`config.mk`:
```
export PLATFORM = sky130hd
export DESIGN_NAME = wav_header_parser
export DESIGN_NICKNAME = d
export VERILOG_FILES = /design/src/design/wavhp_pkg.sv /design/src/design/wavhp_divider.sv /design/src/design/wavhp_datapath.sv /design/src/design/wavhp_ctrl.sv /design/src/design/wav_header_parser.sv
export SDC_FILE = /design/constraint.sdc
export NUM_CORES = 2
export LEC_CHECK = 0
export ABC_AREA = 1
export ABC_CLOCK_PERIOD_IN_PS = 10400
export BUFFER_PORTS_ARGS = -buffer_cell sky130_fd_sc_hd__buf_2
export CAP_MARGIN = 10
export CELL_PAD_IN_SITES_DETAIL_PLACEMENT = 0
export CELL_PAD_IN_SITES_GLOBAL_PLACEMENT = 1
export CORE_AREA = 2 2 286 288
export CTS_CLUSTER_DIAMETER = 30
export CTS_CLUSTER_SIZE = 14
export DETAILED_ROUTE_END_ITERATION = 12
export DIE_AREA = 0 0 288 290
export MAX_ROUTING_LAYER = met4
export PLACE_DENSITY = 0.82
export SLEW_MARGIN = 20
export SYNTH_ARGS = -nofsm -noshare
export SYNTH_HDL_FRONTEND = slang
export SYNTH_HIERARCHICAL = 1
export SYNTH_SLANG_ARGS = --single-unit
```
`constraint.sdc`:
```
create_clock -name clk -period 10.4 [get_ports clk]
set_input_delay 2.08 -clock clk [delete_from_list [all_inputs] [get_ports clk]]
set_output_delay 2.08 -clock clk [all_outputs]
set_load 0.01 [all_outputs]
```
`src/design/wavhp_pkg.sv`:
```
// Package for the WAVE header parser: widths, status codes, tags and the
// command/status structs shared by the controller, datapath and top level.
// No dependencies.
package wavhp_pkg;

  localparam int HEADER_BYTES = 44;
  localparam int POS_W        = 6;
  localparam int FSIZE_W      = 33;
  localparam int DIV_NUM_W    = 35;
  localparam int DIV_DEN_W    = 32;
  localparam int DIV_CNT_W    = $clog2(DIV_NUM_W);

  localparam logic [3:0] ERR_NONE      = 4'd0;
  localparam logic [3:0] ERR_SHORT     = 4'd1;
  localparam logic [3:0] ERR_RIFF      = 4'd2;
  localparam logic [3:0] ERR_WAVE      = 4'd3;
  localparam logic [3:0] ERR_FMT_LEN   = 4'd4;
  localparam logic [3:0] ERR_NOT_PCM   = 4'd5;
  localparam logic [3:0] ERR_CHANNELS  = 4'd6;
  localparam logic [3:0] ERR_RATE      = 4'd7;
  localparam logic [3:0] ERR_BRATE     = 4'd8;
  localparam logic [3:0] ERR_ALIGN     = 4'd9;
  localparam logic [3:0] ERR_BITS      = 4'd10;
  localparam logic [3:0] ERR_DATA_TAG  = 4'd11;
  localparam logic [3:0] ERR_DATA_SIZE = 4'd12;
  localparam logic [3:0] ERR_SIZE      = 4'd13;

  // Tags as they sit in the little-endian shift word after their fourth byte
  localparam logic [31:0] TAG_RIFF = 32'h4646_4952;
  localparam logic [31:0] TAG_WAVE = 32'h4556_4157;
  localparam logic [31:0] TAG_DATA = 32'h6174_6164;
  localparam logic [31:0] FMT_LEN  = 32'd16;
  localparam logic [15:0] FMT_PCM  = 16'd1;

  typedef enum logic [0:0] {
    ST_PARSE,
    ST_DIVIDE
  } state_t;

  typedef struct packed {
    logic take;
    logic load_out;
    logic div_start;
  } cmd_t;

  typedef struct packed {
    logic produce;
    logic final_ok;
    logic div_done;
  } stat_t;

  typedef struct packed {
    logic [3:0]  status;
    logic [15:0] channels;
    logic [31:0] sample_rate;
    logic [31:0] bytes_per_sec;
    logic [15:0] frame_bytes;
    logic [15:0] sample_bits;
    logic [31:0] data_size;
    logic [34:0] sample_count;
  } result_t;

endpackage

```
`src/design/wavhp_divider.sv`:
```
// Restoring divider, one quotient bit per cycle, for the sample count.
// Depends on wavhp_pkg.
module wavhp_divider (
  input  logic                           clk,
  input  logic                           rst,
  input  logic                           start,
  input  logic [wavhp_pkg::DIV_NUM_W-1:0] num,
  input  logic [wavhp_pkg::DIV_DEN_W-1:0] den,
  output logic                           done,
  output logic [wavhp_pkg::DIV_NUM_W-1:0] quot
);
  import wavhp_pkg::*;

  localparam logic [DIV_CNT_W-1:0] CNT_LAST = DIV_CNT_W'(DIV_NUM_W - 1);

  logic                 busy;
  logic [DIV_CNT_W-1:0] cnt;
  logic [DIV_NUM_W-1:0] quo;
  logic [DIV_DEN_W-1:0] rem;
  logic [DIV_DEN_W-1:0] dvs;
  logic [DIV_DEN_W:0]   rem_sh;
  logic [DIV_DEN_W:0]   diff;
  logic                 ge;

  always_comb begin
    rem_sh = {rem, quo[DIV_NUM_W-1]};
    diff   = rem_sh - {1'b0, dvs};
    ge     = rem_sh >= {1'b0, dvs};
  end

  always_ff @(posedge clk) begin
    if (rst) begin
      busy <= 1'b0;
      done <= 1'b0;
      cnt  <= '0;
    end else begin
      done <= busy && (cnt == CNT_LAST);
      if (start) begin
        busy <= 1'b1;
        cnt  <= '0;
      end else if (busy) begin
        cnt <= cnt + 1'b1;
        if (cnt == CNT_LAST) begin
          busy <= 1'b0;
        end
      end
    end
  end

  always_ff @(posedge clk) begin
    if (start) begin
      quo <= num;
      rem <= '0;
      dvs <= den;
    end else if (busy) begin
      quo <= {quo[DIV_NUM_W-2:0], ge};
      rem <= ge ? diff[DIV_DEN_W-1:0] : rem_sh[DIV_DEN_W-1:0];
    end
  end

  assign quot = quo;

endmodule

```
`src/design/wavhp_datapath.sv`:
```
// Datapath: header field assembly, checks, result register and divider.
// Depends on wavhp_pkg and wavhp_divider.
module wavhp_datapath (
  input  logic                         clk,
  input  logic                         rst,
  input  logic [7:0]                   header_byte,
  input  logic                         first_byte,
  input  logic                         stream_end,
  input  logic                         cfg_we,
  input  logic [wavhp_pkg::FSIZE_W-1:0] cfg_data,
  input  wavhp_pkg::cmd_t              cmd,
  output wavhp_pkg::stat_t             stat,
  output wavhp_pkg::result_t           res
);
  import wavhp_pkg::*;

  localparam logic [POS_W-1:0] POS_DONE  = POS_W'(HEADER_BYTES);
  localparam logic [POS_W-1:0] POS_LAST  = POS_W'(HEADER_BYTES - 1);
  localparam logic [POS_W-1:0] POS_RIFF  = 6'd3;
  localparam logic [POS_W-1:0] POS_WAVE  = 6'd11;
  localparam logic [POS_W-1:0] POS_FLEN  = 6'd19;
  localparam logic [POS_W-1:0] POS_FMT   = 6'd21;
  localparam logic [POS_W-1:0] POS_CHAN  = 6'd23;
  localparam logic [POS_W-1:0] POS_RATE  = 6'd27;
  localparam logic [POS_W-1:0] POS_BRATE = 6'd31;
  localparam logic [POS_W-1:0] POS_ALIGN = 6'd33;
  localparam logic [POS_W-1:0] POS_BITS  = 6'd35;
  localparam logic [POS_W-1:0] POS_DATA  = 6'd39;

  logic [FSIZE_W-1:0] file_size;
  logic [POS_W-1:0]   pos;
  logic [3:0]         first_error;
  logic [31:0]        shift;
  logic [15:0]        chan;
  logic [31:0]        rate;
  logic [31:0]        brate;
  logic [15:0]        align;
  logic [15:0]        bits;

  logic [POS_W-1:0]   base_pos;
  logic               active;
  logic               last;
  logic [31:0]        shift_next;
  logic [15:0]        chan_next;
  logic [31:0]        rate_next;
  logic [31:0]        brate_next;
  logic [15:0]        align_next;
  logic [15:0]        bits_next;
  logic [3:0]         code_here;
  logic [3:0]         err_base;
  logic [3:0]         err_after;
  logic [3:0]         final_status;
  logic [3:0]         out_status;

  logic [DIV_NUM_W-1:0] quot;
  logic [DIV_DEN_W-1:0] den;
  logic                 div_done;

  always_comb begin
    base_pos   = first_byte ? '0 : pos;
    active     = first_byte || (pos < POS_DONE);
    last       = (base_pos == POS_LAST);
    shift_next = {header_byte, (first_byte ? 24'd0 : shift[31:8])};
    chan_next  = first_byte ? '0 : chan;
    rate_next  = first_byte ? '0 : rate;
    brate_next = first_byte ? '0 : brate;
    align_next = first_byte ? '0 : align;
    bits_next  = first_byte ? '0 : bits;
    code_here  = ERR_NONE;
    unique case (base_pos)
      POS_RIFF: if (shift_next != TAG_RIFF) code_here = ERR_RIFF;
      POS_WAVE: if (shift_next != TAG_WAVE) code_here = ERR_WAVE;
      POS_FLEN: if (shift_next != FMT_LEN) code_here = ERR_FMT_LEN;
      POS_FMT:  if (shift_next[31:16] != FMT_PCM) code_here = ERR_NOT_PCM;
      POS_CHAN: begin
        chan_next = shift_next[31:16];
        if (chan_next == '0) code_here = ERR_CHANNELS;
      end
      POS_RATE: begin
        rate_next = shift_next;
        if (rate_next == '0) code_here = ERR_RATE;
      end
      POS_BRATE: begin
        brate_next = shift_next;
        if (brate_next == '0) code_here = ERR_BRATE;
      end
      POS_ALIGN: begin
        align_next = shift_next[31:16];
        if (align_next == '0) code_here = ERR_ALIGN;
      end
      POS_BITS: begin
        bits_next = shift_next[31:16];
        if (bits_next == '0) code_here = ERR_BITS;
      end
      POS_DATA: if (shift_next != TAG_DATA) code_here = ERR_DATA_TAG;
      default: code_here = ERR_NONE;
    endcase
    err_base  = first_byte ? ERR_NONE : first_error;
    err_after = (err_base != ERR_NONE) ? err_base : code_here;
    priority if (err_after != ERR_NONE) begin
      final_status = err_after;
    end else if (shift_next == '0) begin
      final_status = ERR_DATA_SIZE;
    end else if (({1'b0, shift_next} + FSIZE_W'(HEADER_BYTES)) != file_size) begin
      final_status = ERR_SIZE;
    end else begin
      final_status = ERR_NONE;
    end
    out_status = last ? final_status : ERR_SHORT;
  end

  assign stat.produce  = active && (last || stream_end);
  assign stat.final_ok = active && last && (final_status == ERR_NONE);
  assign stat.div_done = div_done;

  always_ff @(posedge clk) begin
    if (rst) begin
      file_size <= '0;
    end else if (cfg_we) begin
      file_size <= cfg_data;
    end
  end

  always_ff @(posedge clk) begin
    if (rst) begin
      pos         <= '0;
      first_error <= ERR_NONE;
      shift       <= '0;
      chan        <= '0;
      rate        <= '0;
      brate       <= '0;
      align       <= '0;
      bits        <= '0;
    end else if (cmd.take && active) begin
      pos         <= stat.produce ? POS_DONE : base_pos + 1'b1;
      first_error <= err_after;
      shift       <= shift_next;
      chan        <= chan_next;
      rate        <= rate_next;
      brate       <= brate_next;
      align       <= align_next;
      bits        <= bits_next;
    end
  end

  always_ff @(posedge clk) begin
    if (cmd.load_out) begin
      res.status        <= out_status;
      res.channels      <= chan_next;
      res.sample_rate   <= rate_next;
      res.bytes_per_sec <= brate_next;
      res.frame_bytes   <= align_next;
      res.sample_bits   <= bits_next;
      res.data_size     <= last ? shift_next : '0;
      res.sample_count  <= '0;
    end else if (div_done) begin
      res.sample_count <= quot;
    end
  end

  // Denominator comes from the channel and bit values as updated by the current byte
  assign den = 32'(chan_next) * 32'(bits_next);

  wavhp_divider u_div (
    .clk   (clk),
    .rst   (rst),
    .start (cmd.div_start),
    .num   ({shift_next, 3'b000}),
    .den   (den),
    .done  (div_done),
    .quot  (quot)
  );

endmodule

```
`src/design/wavhp_ctrl.sv`:
```
// Controller: byte acceptance, divide sequencing and output valid.
// Depends on wavhp_pkg.
module wavhp_ctrl (
  input  logic             clk,
  input  logic             rst,
  input  logic             s_tvalid,
  output logic             s_tready,
  output logic             m_tvalid,
  input  logic             m_tready,
  input  wavhp_pkg::stat_t stat,
  output wavhp_pkg::cmd_t  cmd
);
  import wavhp_pkg::*;

  state_t state;
  state_t state_next;
  logic   out_valid;
  logic   out_valid_next;

  always_comb begin
    state_next = state;
    unique case (state)
      ST_PARSE:  if (cmd.div_start) state_next = ST_DIVIDE;
      ST_DIVIDE: if (stat.div_done) state_next = ST_PARSE;
      default:   state_next = ST_PARSE;
    endcase
  end

  always_comb begin
    s_tready      = (state == ST_PARSE) && !(out_valid && stat.produce);
    cmd.take      = s_tvalid && s_tready;
    cmd.load_out  = cmd.take && stat.produce;
    cmd.div_start = cmd.load_out && stat.final_ok;
    priority if (cmd.load_out && !stat.final_ok) begin
      out_valid_next = 1'b1;
    end else if (stat.div_done) begin
      out_valid_next = 1'b1;
    end else if (out_valid && m_tready) begin
      out_valid_next = 1'b0;
    end else begin
      out_valid_next = out_valid;
    end
  end

  always_ff @(posedge clk) begin
    if (rst) begin
      state     <= ST_PARSE;
      out_valid <= 1'b0;
    end else begin
      state     <= state_next;
      out_valid <= out_valid_next;
    end
  end

  assign m_tvalid = out_valid;

endmodule

```
`src/design/wav_header_parser.sv`:
```
// Top level of the WAVE header parser: ports, result packing, assertions.
// Depends on wavhp_pkg, wavhp_ctrl and wavhp_datapath.
//
// channel  dir  width  content
// s_*      in   8      header bytes, tuser first byte, tlast stream end
// m_*      out  216    parsed fields, tuser status
// cfg_*    in   33     file size
//
// One header byte is taken each cycle while s_tready is high. A result with
// status ok starts the divider for the sample count and appears once the
// divider is done; no byte is taken in that time. Other results appear the cycle
// after their byte. A byte that would produce a result waits while the
// previous result is still pending. Reset clears the parse and file size.
module wav_header_parser (
  input  logic         clk,
  input  logic         rst,
  input  logic         s_tvalid,
  output logic         s_tready,
  input  logic [7:0]   s_tdata,   // header_byte
  input  logic         s_tuser,   // first_byte
  input  logic         s_tlast,   // stream_end
  output logic         m_tvalid,
  input  logic         m_tready,
  output logic [215:0] m_tdata,   // channels, sample_rate, bytes_per_sec, bit_rate,
                                  // frame_bytes, sample_bits, data_size,
                                  // sample_count, zero fill
  output logic [3:0]   m_tuser,   // status
  input  logic         cfg_valid,
  output logic         cfg_ready,
  input  logic [wavhp_pkg::FSIZE_W-1:0] cfg_data
);
  import wavhp_pkg::*;

  cmd_t    cmd;
  stat_t   stat;
  result_t res;
  logic [34:0] bit_rate;

  wavhp_ctrl u_ctrl (
    .clk      (clk),
    .rst      (rst),
    .s_tvalid (s_tvalid),
    .s_tready (s_tready),
    .m_tvalid (m_tvalid),
    .m_tready (m_tready),
    .stat     (stat),
    .cmd      (cmd)
  );

  wavhp_datapath u_dp (
    .clk         (clk),
    .rst         (rst),
    .header_byte (s_tdata),
    .first_byte  (s_tuser),
    .stream_end  (s_tlast),
    .cfg_we      (cfg_valid),
    .cfg_data    (cfg_data),
    .cmd         (cmd),
    .stat        (stat),
    .res         (res)
  );

  assign cfg_ready = 1'b1;
  assign bit_rate  = {res.bytes_per_sec, 3'b000};
  assign m_tuser   = res.status;
  assign m_tdata   = {2'b00, res.sample_count, res.data_size, res.sample_bits,
                      res.frame_bytes, bit_rate, res.bytes_per_sec, res.sample_rate,
                      res.channels};

`ifndef SYNTHESIS
  a_load_free: assert property (@(posedge clk) disable iff (rst)
    cmd.load_out |-> !m_tvalid)
    else $error("result register overwritten while pending");

  a_div_blocks: assert property (@(posedge clk) disable iff (rst)
    cmd.div_start |=> !s_tready)
    else $error("byte accepted during divide");

  a_div_valid: assert property (@(posedge clk) disable iff (rst)
    stat.div_done |=> m_tvalid)
    else $error("divide finished without a result");

  a_count_zero: assert property (@(posedge clk) disable iff (rst)
    (m_tvalid && (m_tuser != ERR_NONE)) |-> (m_tdata[213:179] == '0))
    else $error("sample count nonzero on failed header");
`endif

endmodule

```
Yosys cells after proc, flatten, opt, wreduce, memory -nomap -nowiden
Cells that the tools add are included.
- memory bits (read-only): 0
- word-level logic and storage cells: 117
- latch bits: 0
- RAM bits: 0
- output and inout bits: 223
- register bits after elaboration: 479
- memories kept: 0
- $lt $le $gt $ge: 2
- mux-type cells: 41
- reduce and logical (&&, ||, !) cells: 24
- divide/modulo/power cells: 0
- bitwise gates (word level): 1
- eq/ne operators: 18
- multiply operators: 1
- add/sub/neg operators: 4
- shifts and indexed selects: 0
- operators by type and width (kind ; count):
    2-to-1 mux 32 bit ; 5
    2-to-1 mux 16 bit ; 6
    != test 32 x 31 -> 1 bit, second input constant ; 3
    2-to-1 mux 35 bit ; 2
    case mux 4 bit (10 select lines) ; 1
    2-to-1 mux 4 bit ; 9
    adder 32 x 6 -> 33 bit, second input constant ; 1
    >= comparator 33 x 32 -> 1 bit ; 1
    != test 33 bit ; 1
    logical NOT 32 bit ; 1
    multiplier 16 x 16 -> 32 bit ; 1
    != test 32 x 5 -> 1 bit, second input constant ; 1
    subtractor 32 bit ; 1
    equality test 6 x 5 -> 1 bit, second input constant ; 5
    equality test 6 bit, second input constant ; 5
    2-to-1 mux 24 bit ; 1
    logical NOT 16 bit ; 1
    != test 16 x 1 -> 1 bit, second input constant ; 1
    adder 6 x 1 -> 6 bit, second input constant ; 2
    logical AND 1 bit ; 12
    2-to-1 mux 3 bit ; 4
    2-to-1 mux 6 bit ; 2
    2-to-1 mux 1 bit ; 8
    nonzero test 4 bit ; 2
    other kinds (12) ; 15

Logic depth before layout (Yosys ltp)
- word-level depth: 12
- gate-level depth with buffers: 41

Modules after synthesis
Netlist, hierarchy kept.
- modules (own cells, without submodules) (module ; cells each ; area each (µm²) ; instances):
    wavhp_datapath ; 3112 ; 24627.4 ; 1
    wavhp_divider ; 1024 ; 6972.9 ; 1
    wav_header_parser ; 40 ; 292.8 ; 1
    wavhp_ctrl ; 17 ; 136.4 ; 1

Worst setup path after synthesis
No wires, ideal clock.
- path type: in2reg
- start: input port s_tuser
- end: register u_dp.u_div.dvs[21], data pin
- cell stages on the path: 33
- data required time: 10.135 ns
- arrival time: 8.944 ns
- path slack: 1.190 ns
- buffers on the path: 6
- cells stage by stage: buf_6 -> buf_6 -> clkbuf_1 -> clkbuf_1 -> nor2_1 -> ha_1 -> nand3_1 -> nor2_1 -> inv_1 -> clkbuf_1 -> o21ai_1 -> inv_1 -> clkbuf_1 -> nand2_1 -> fa_1 -> inv_1 -> fa_1 -> inv_1 -> fa_1 -> inv_1 -> fa_1 -> fa_1 -> inv_1 -> fa_1 -> inv_1 -> ha_1 -> nand4_1 -> nor3_1 -> a21oi_1 -> o21ai_0 -> inv_1 -> o21ai_0 -> xor2_1
- longest elaborated chain between the ends: 4
- elaborated cells on any way between the ends: 9
- those cells by class: mul (1); eq/ne (2); mux (6)
- RTL lines (element ; line ; source):
    start, declared ; wav_header_parser.sv:20 ; input logic s_tuser,
    2-to-1 mux 6 bit ; wavhp_datapath.sv:60 ; base_pos = first_byte ? '0 : pos;
    equality test 6 x 5 -> 1 bit ; wavhp_datapath.sv:70 ; unique case (base_pos)
    2-to-1 mux 16 bit * ; wavhp_datapath.sv:70 ;
    net u_dp.chan_next[5] ; wavhp_datapath.sv:44 ; logic [15:0] chan_next;
    multiplier 16 x 16 -> 32 bit * ; wavhp_datapath.sv:162 ; assign den = 32'(chan_next) * 32'(bits_next);
    net u_dp.den[21] ; wavhp_datapath.sv:56 ; logic [DIV_DEN_W-1:0] den;
    end signal, assigned ; wavhp_divider.sv:54 ; dvs <= den;
    end, declared ; wavhp_divider.sv:20 ; logic [DIV_DEN_W-1:0] dvs;
The timed path passes the listed nets; every way through them passes the cells marked *.
A chain may end at the register's enable or synchronous reset.

Worst setup path in the final report
- start: input port s_tuser
- end: register u_dp.u_div.dvs[30], data pin
- longest elaborated chain between the ends: 4
- elaborated cells on any way between the ends: 9
- those cells by class: mul (1); eq/ne (2); mux (6)
- RTL lines (element ; line):
    2-to-1 mux 6 bit ; wavhp_datapath.sv:60
    equality test 6 x 5 -> 1 bit / equality test 6 bit (equally long branches) ; wavhp_datapath.sv:70
    2-to-1 mux 16 bit ; wavhp_datapath.sv:70
    multiplier 16 x 16 -> 32 bit * ; wavhp_datapath.sv:162
    net u_dp.den[30] ; wavhp_datapath.sv:56
Marks and branches as above.

==> results.sh <==
export IMPL_num_vias=27760
export IMPL_worstSetupStartpoint="s_tuser"
export IMPL_crit_required_ns=10.79
export IMPL_cts_resized=0
export IMPL_synthFlopType="dfxtp_1"
export IMPL_viasPerCell=4.970
export IMPL_path_max_fanout=38
export IMPL_syn_area_per_cell_sq_um=7.639
export IMPL_hold_violations=0
export IMPL_clk_pin_slew_worst_paths_ns=0.05
export IMPL_synthDistinctLibCells=55
export IMPL_dr_max_layer_used="met4"
export IMPL_clock_sinks=471
export IMPL_clock_tree_buffer_depth=3
export IMPL_wire_per_inst_um=18.18
export IMPL_timing_rr_start="u_dp/pos[0]"
export IMPL_grt_pass1_wl_um=155700
export IMPL_netlist_instances=4193
export IMPL_maxCapViolations=0
export IMPL_setup_viol_count_final=0
export IMPL_yosysSeqAreaShare_pct=36.16
export IMPL_worst_slew_pin_transition_ns=1.054
export IMPL_start_kind="input pin"
export IMPL_syn_to_final_growth_pct=19.03
export IMPL_firstDrtPassIters=6
export IMPL_min_from="u_dp/res[33]"
export IMPL_antenna_found_initial=6
export IMPL_seq_area_sq_um=11580
export IMPL_grt_ovfl_total=0
export IMPL_groute_usage_overall_pct=24.77
export IMPL_num_rows=104
export IMPL_critPathSlowestCell="fa_1"
export IMPL_nFillCells=7982
export IMPL_final_nets=4811
export IMPL_hpwl_um=73620
export IMPL_place_congestion=0.9551
export IMPL_wl_um=101500
export IMPL_ys_ff_latch=471
export IMPL_total_power_mw=6.191
export IMPL_hold_class="reg -> reg"
export IMPL_grt_max_degree=95
export IMPL_ant_nets=0
export IMPL_fin_crit_ns=9.570
export IMPL_slew_violations=0
export IMPL_netlist_area_sq_um=32030
export IMPL_finalWorstSetupSlack_ns=0.8298
export IMPL_finalClockSkew_ns=0.05897
export IMPL_max_stage_delay_ns=0.57
export IMPL_met2_wirelength_um=46740
export IMPL_path_class="in -> reg"
export IMPL_multi_input_area_sq_um=16580
export IMPL_post_route_period_util_pct=92.02
export IMPL_synth_edff_count=215
export IMPL_slew_headroom_pct=29.71
export IMPL_peakVddDrop_v=0.0001488
export IMPL_critPathCaptureType="register"
export IMPL_drt_met1_wl_um=45250
export IMPL_drive_gt1_share_pct=13.22
export IMPL_die_width_um=288
export IMPL_cts_setup_buffers=0
export IMPL_powerDensity_nw_per_um2=162.4
export IMPL_worstPathArrival_ns=9.96
export IMPL_rsz0062_at_grt="no"
export IMPL_fmax_ghz=0.1045
export IMPL_drc_errors=0
export IMPL_yosysWarnings=6
export IMPL_cts_root_buf="clkbuf_16"
export IMPL_async_flop_share_pct=0
export IMPL_cts_tree="built"
export IMPL_clkLatencyLatePin_ns=0.69
export IMPL_core_area_sq_um=80160
export IMPL_finalSetupTns_ns=0
export IMPL_fp_dieArea_sq_um=83520
export IMPL_grt_pass1_vias=26810
export IMPL_initial_utilization_pct=39.96
export IMPL_crit_top_cell="fa_1"
export IMPL_whs_ns=0.4554
export IMPL_die_y_um=290
export IMPL_numCtsBuffers=109
export IMPL_status="completed"
export IMPL_htreeDepth=3
export IMPL_dp_slack_ns=0.3102
export IMPL_drt_iter0_markers=2305
export IMPL_ioPinCount=271
export IMPL_p_leak_nw=18.71
export IMPL_ctsHoldBuffers=0
export IMPL_wl_met3_um=7088
export IMPL_io_buffers=264
==> path summary, 6_finish.rpt <==
check / slack [ns] / end / cells past startpoint
worst max-delay path: 0.83 / u_dp/u_div/dvs[30] / 29
worst max register to register: 2.13 / u_dp/u_div/dvs[30] / 30
worst min register to register: 0.46 / u_dp/res[33] / 2
worst min-delay path: 0.46 / u_dp/res[33] / 2
==> synth_stat cells (15+ instances only) <==
cell type,count,area [sq um]
buf_4,40,300.3
nand2_1,933,3502
nor2_1,515,1933
a21oi_1,163,815.8
nand3_1,253,1266
edfxtp_1,215,6456
nor2_2,17,106.4
inv_1,744,2793
buf_2,30,150.1
nor3_1,27,135.1
o21ai_0,290,1451
nand4_1,15,93.84
clkbuf_1,117,439.2
fa_1,195,3904
xor2_1,30,262.8
nand2_2,16,100.1
xnor2_1,28,245.2
dfxtp_1,256,5125
o21ai_1,26,130.1
ha_1,143,1789
==> stage by stage <==
stage | instance area [sq um] | util (%) | cells
after floorplan | 32050 | - | 4199
after global placement | 34150 | 42.60 | 5374
after detailed placement | 34150 | 42.60 | 5374
after CTS | 38110 | 47.55 | 5582
after global routing | 38120 | 47.56 | 5584
final | 38130 | 47.56 | 5585
==> critical path: cells and delay by family <==
family	cells	cell delay [ns]
buffers and inverters	8	1.73
and+or+nand+nor	8	1.16
adders and majority gates	7	3.47
AOI/OAI and AO/OA	5	1.30
xor gates and xnor gates	1	0.15
==> layer usage <==
layer	vias to the layer above	global-route usage [%]
met5	-	-
met4	0	7.115
met3	152	3.608
met2	915	38.46
met1	13180	33.60
li1	13510	-
==> kinds of logic (layout without fill, tap and decap cells) <==
kind of cell | count (synthesis) | after routing | share of synthesized area (%)
adder cells (fa/ha/maj) | 338 | 338 | 17.77
AND/OR/NAND/NOR | 1825 | 1825 | 23.59
AO/OA/AOI/OAI | 525 | 525 | 8.625
other | 3 | 12 | 0.03516
XOR/XNOR | 58 | 58 | 1.586
flip-flops | 471 | 471 | 36.16
buffers and inverters | 973 | 1296 | 12.23
==> cell type report <==
class | count | share of cell area (%)
Antenna cell | 3 | 0.01969
Clock buffer | 121 | 7.430
Clock inverter | 87 | 2.977
Inverter | 763 | 7.551
Multi-Input combinational cell | 2755 | 43.49
Sequential cell | 471 | 30.38
Tap cell | 1060 | 3.479
Timing Repair Buffer | 325 | 4.673
==> registers in the layout, indices dropped and copies added (netlist names) <==
| register | cells |
|---|---|
| u_dp/brate | 32 |
| u_dp/u_div/dvs | 32 |
| u_dp/u_div/quot | 35 |
| u_ctrl/state | 1 |
| u_dp/res | 183 |
| u_dp/first_error | 4 |
| u_dp/chan | 16 |
| u_dp/rate | 32 |
| u_dp/u_div/busy | 1 |
| u_dp/pos | 6 |
| u_dp/u_div/done | 1 |
| u_dp/shift | 24 |
| u_dp/u_div/rem | 32 |
| u_dp/u_div/cnt | 6 |
| u_dp/align | 16 |
| u_dp/file_size | 33 |
| u_ctrl/m_tvalid | 1 |
| u_dp/bits | 16 |
==> layout by cell type (no fill, tap or decap), types with 9 or more instances in the layout <==
cell type and instances:
clkinvlp_4 13, inv_6 12, nor2_1 512, xnor2_1 28, inv_2 13, dfxtp_1 256, bufinv_16 18, nand3_1 253
buf_4 62, nand3b_1 14, clkinv_2 19, buf_2 263, inv_1 741, clkbuf_16 109, nand2_2 16, a21oi_1 163
ha_1 143, nand2_1 932, nand4_1 15, fa_1 195, xor2_1 30, conb_1 9, clkinv_1 16, nor3_1 27
nor2_2 17, edfxtp_1 215, o21ai_1 27, o211ai_1 9, o21ai_0 289
==> where the power goes <==
part           switching, mW  internal [mW]
sequential            0.0456           2.03
combinational          0.349          0.148
clock                   1.19           2.43
total                   1.59           4.61
No activity file was read; power rests on OpenSTA's default activity.
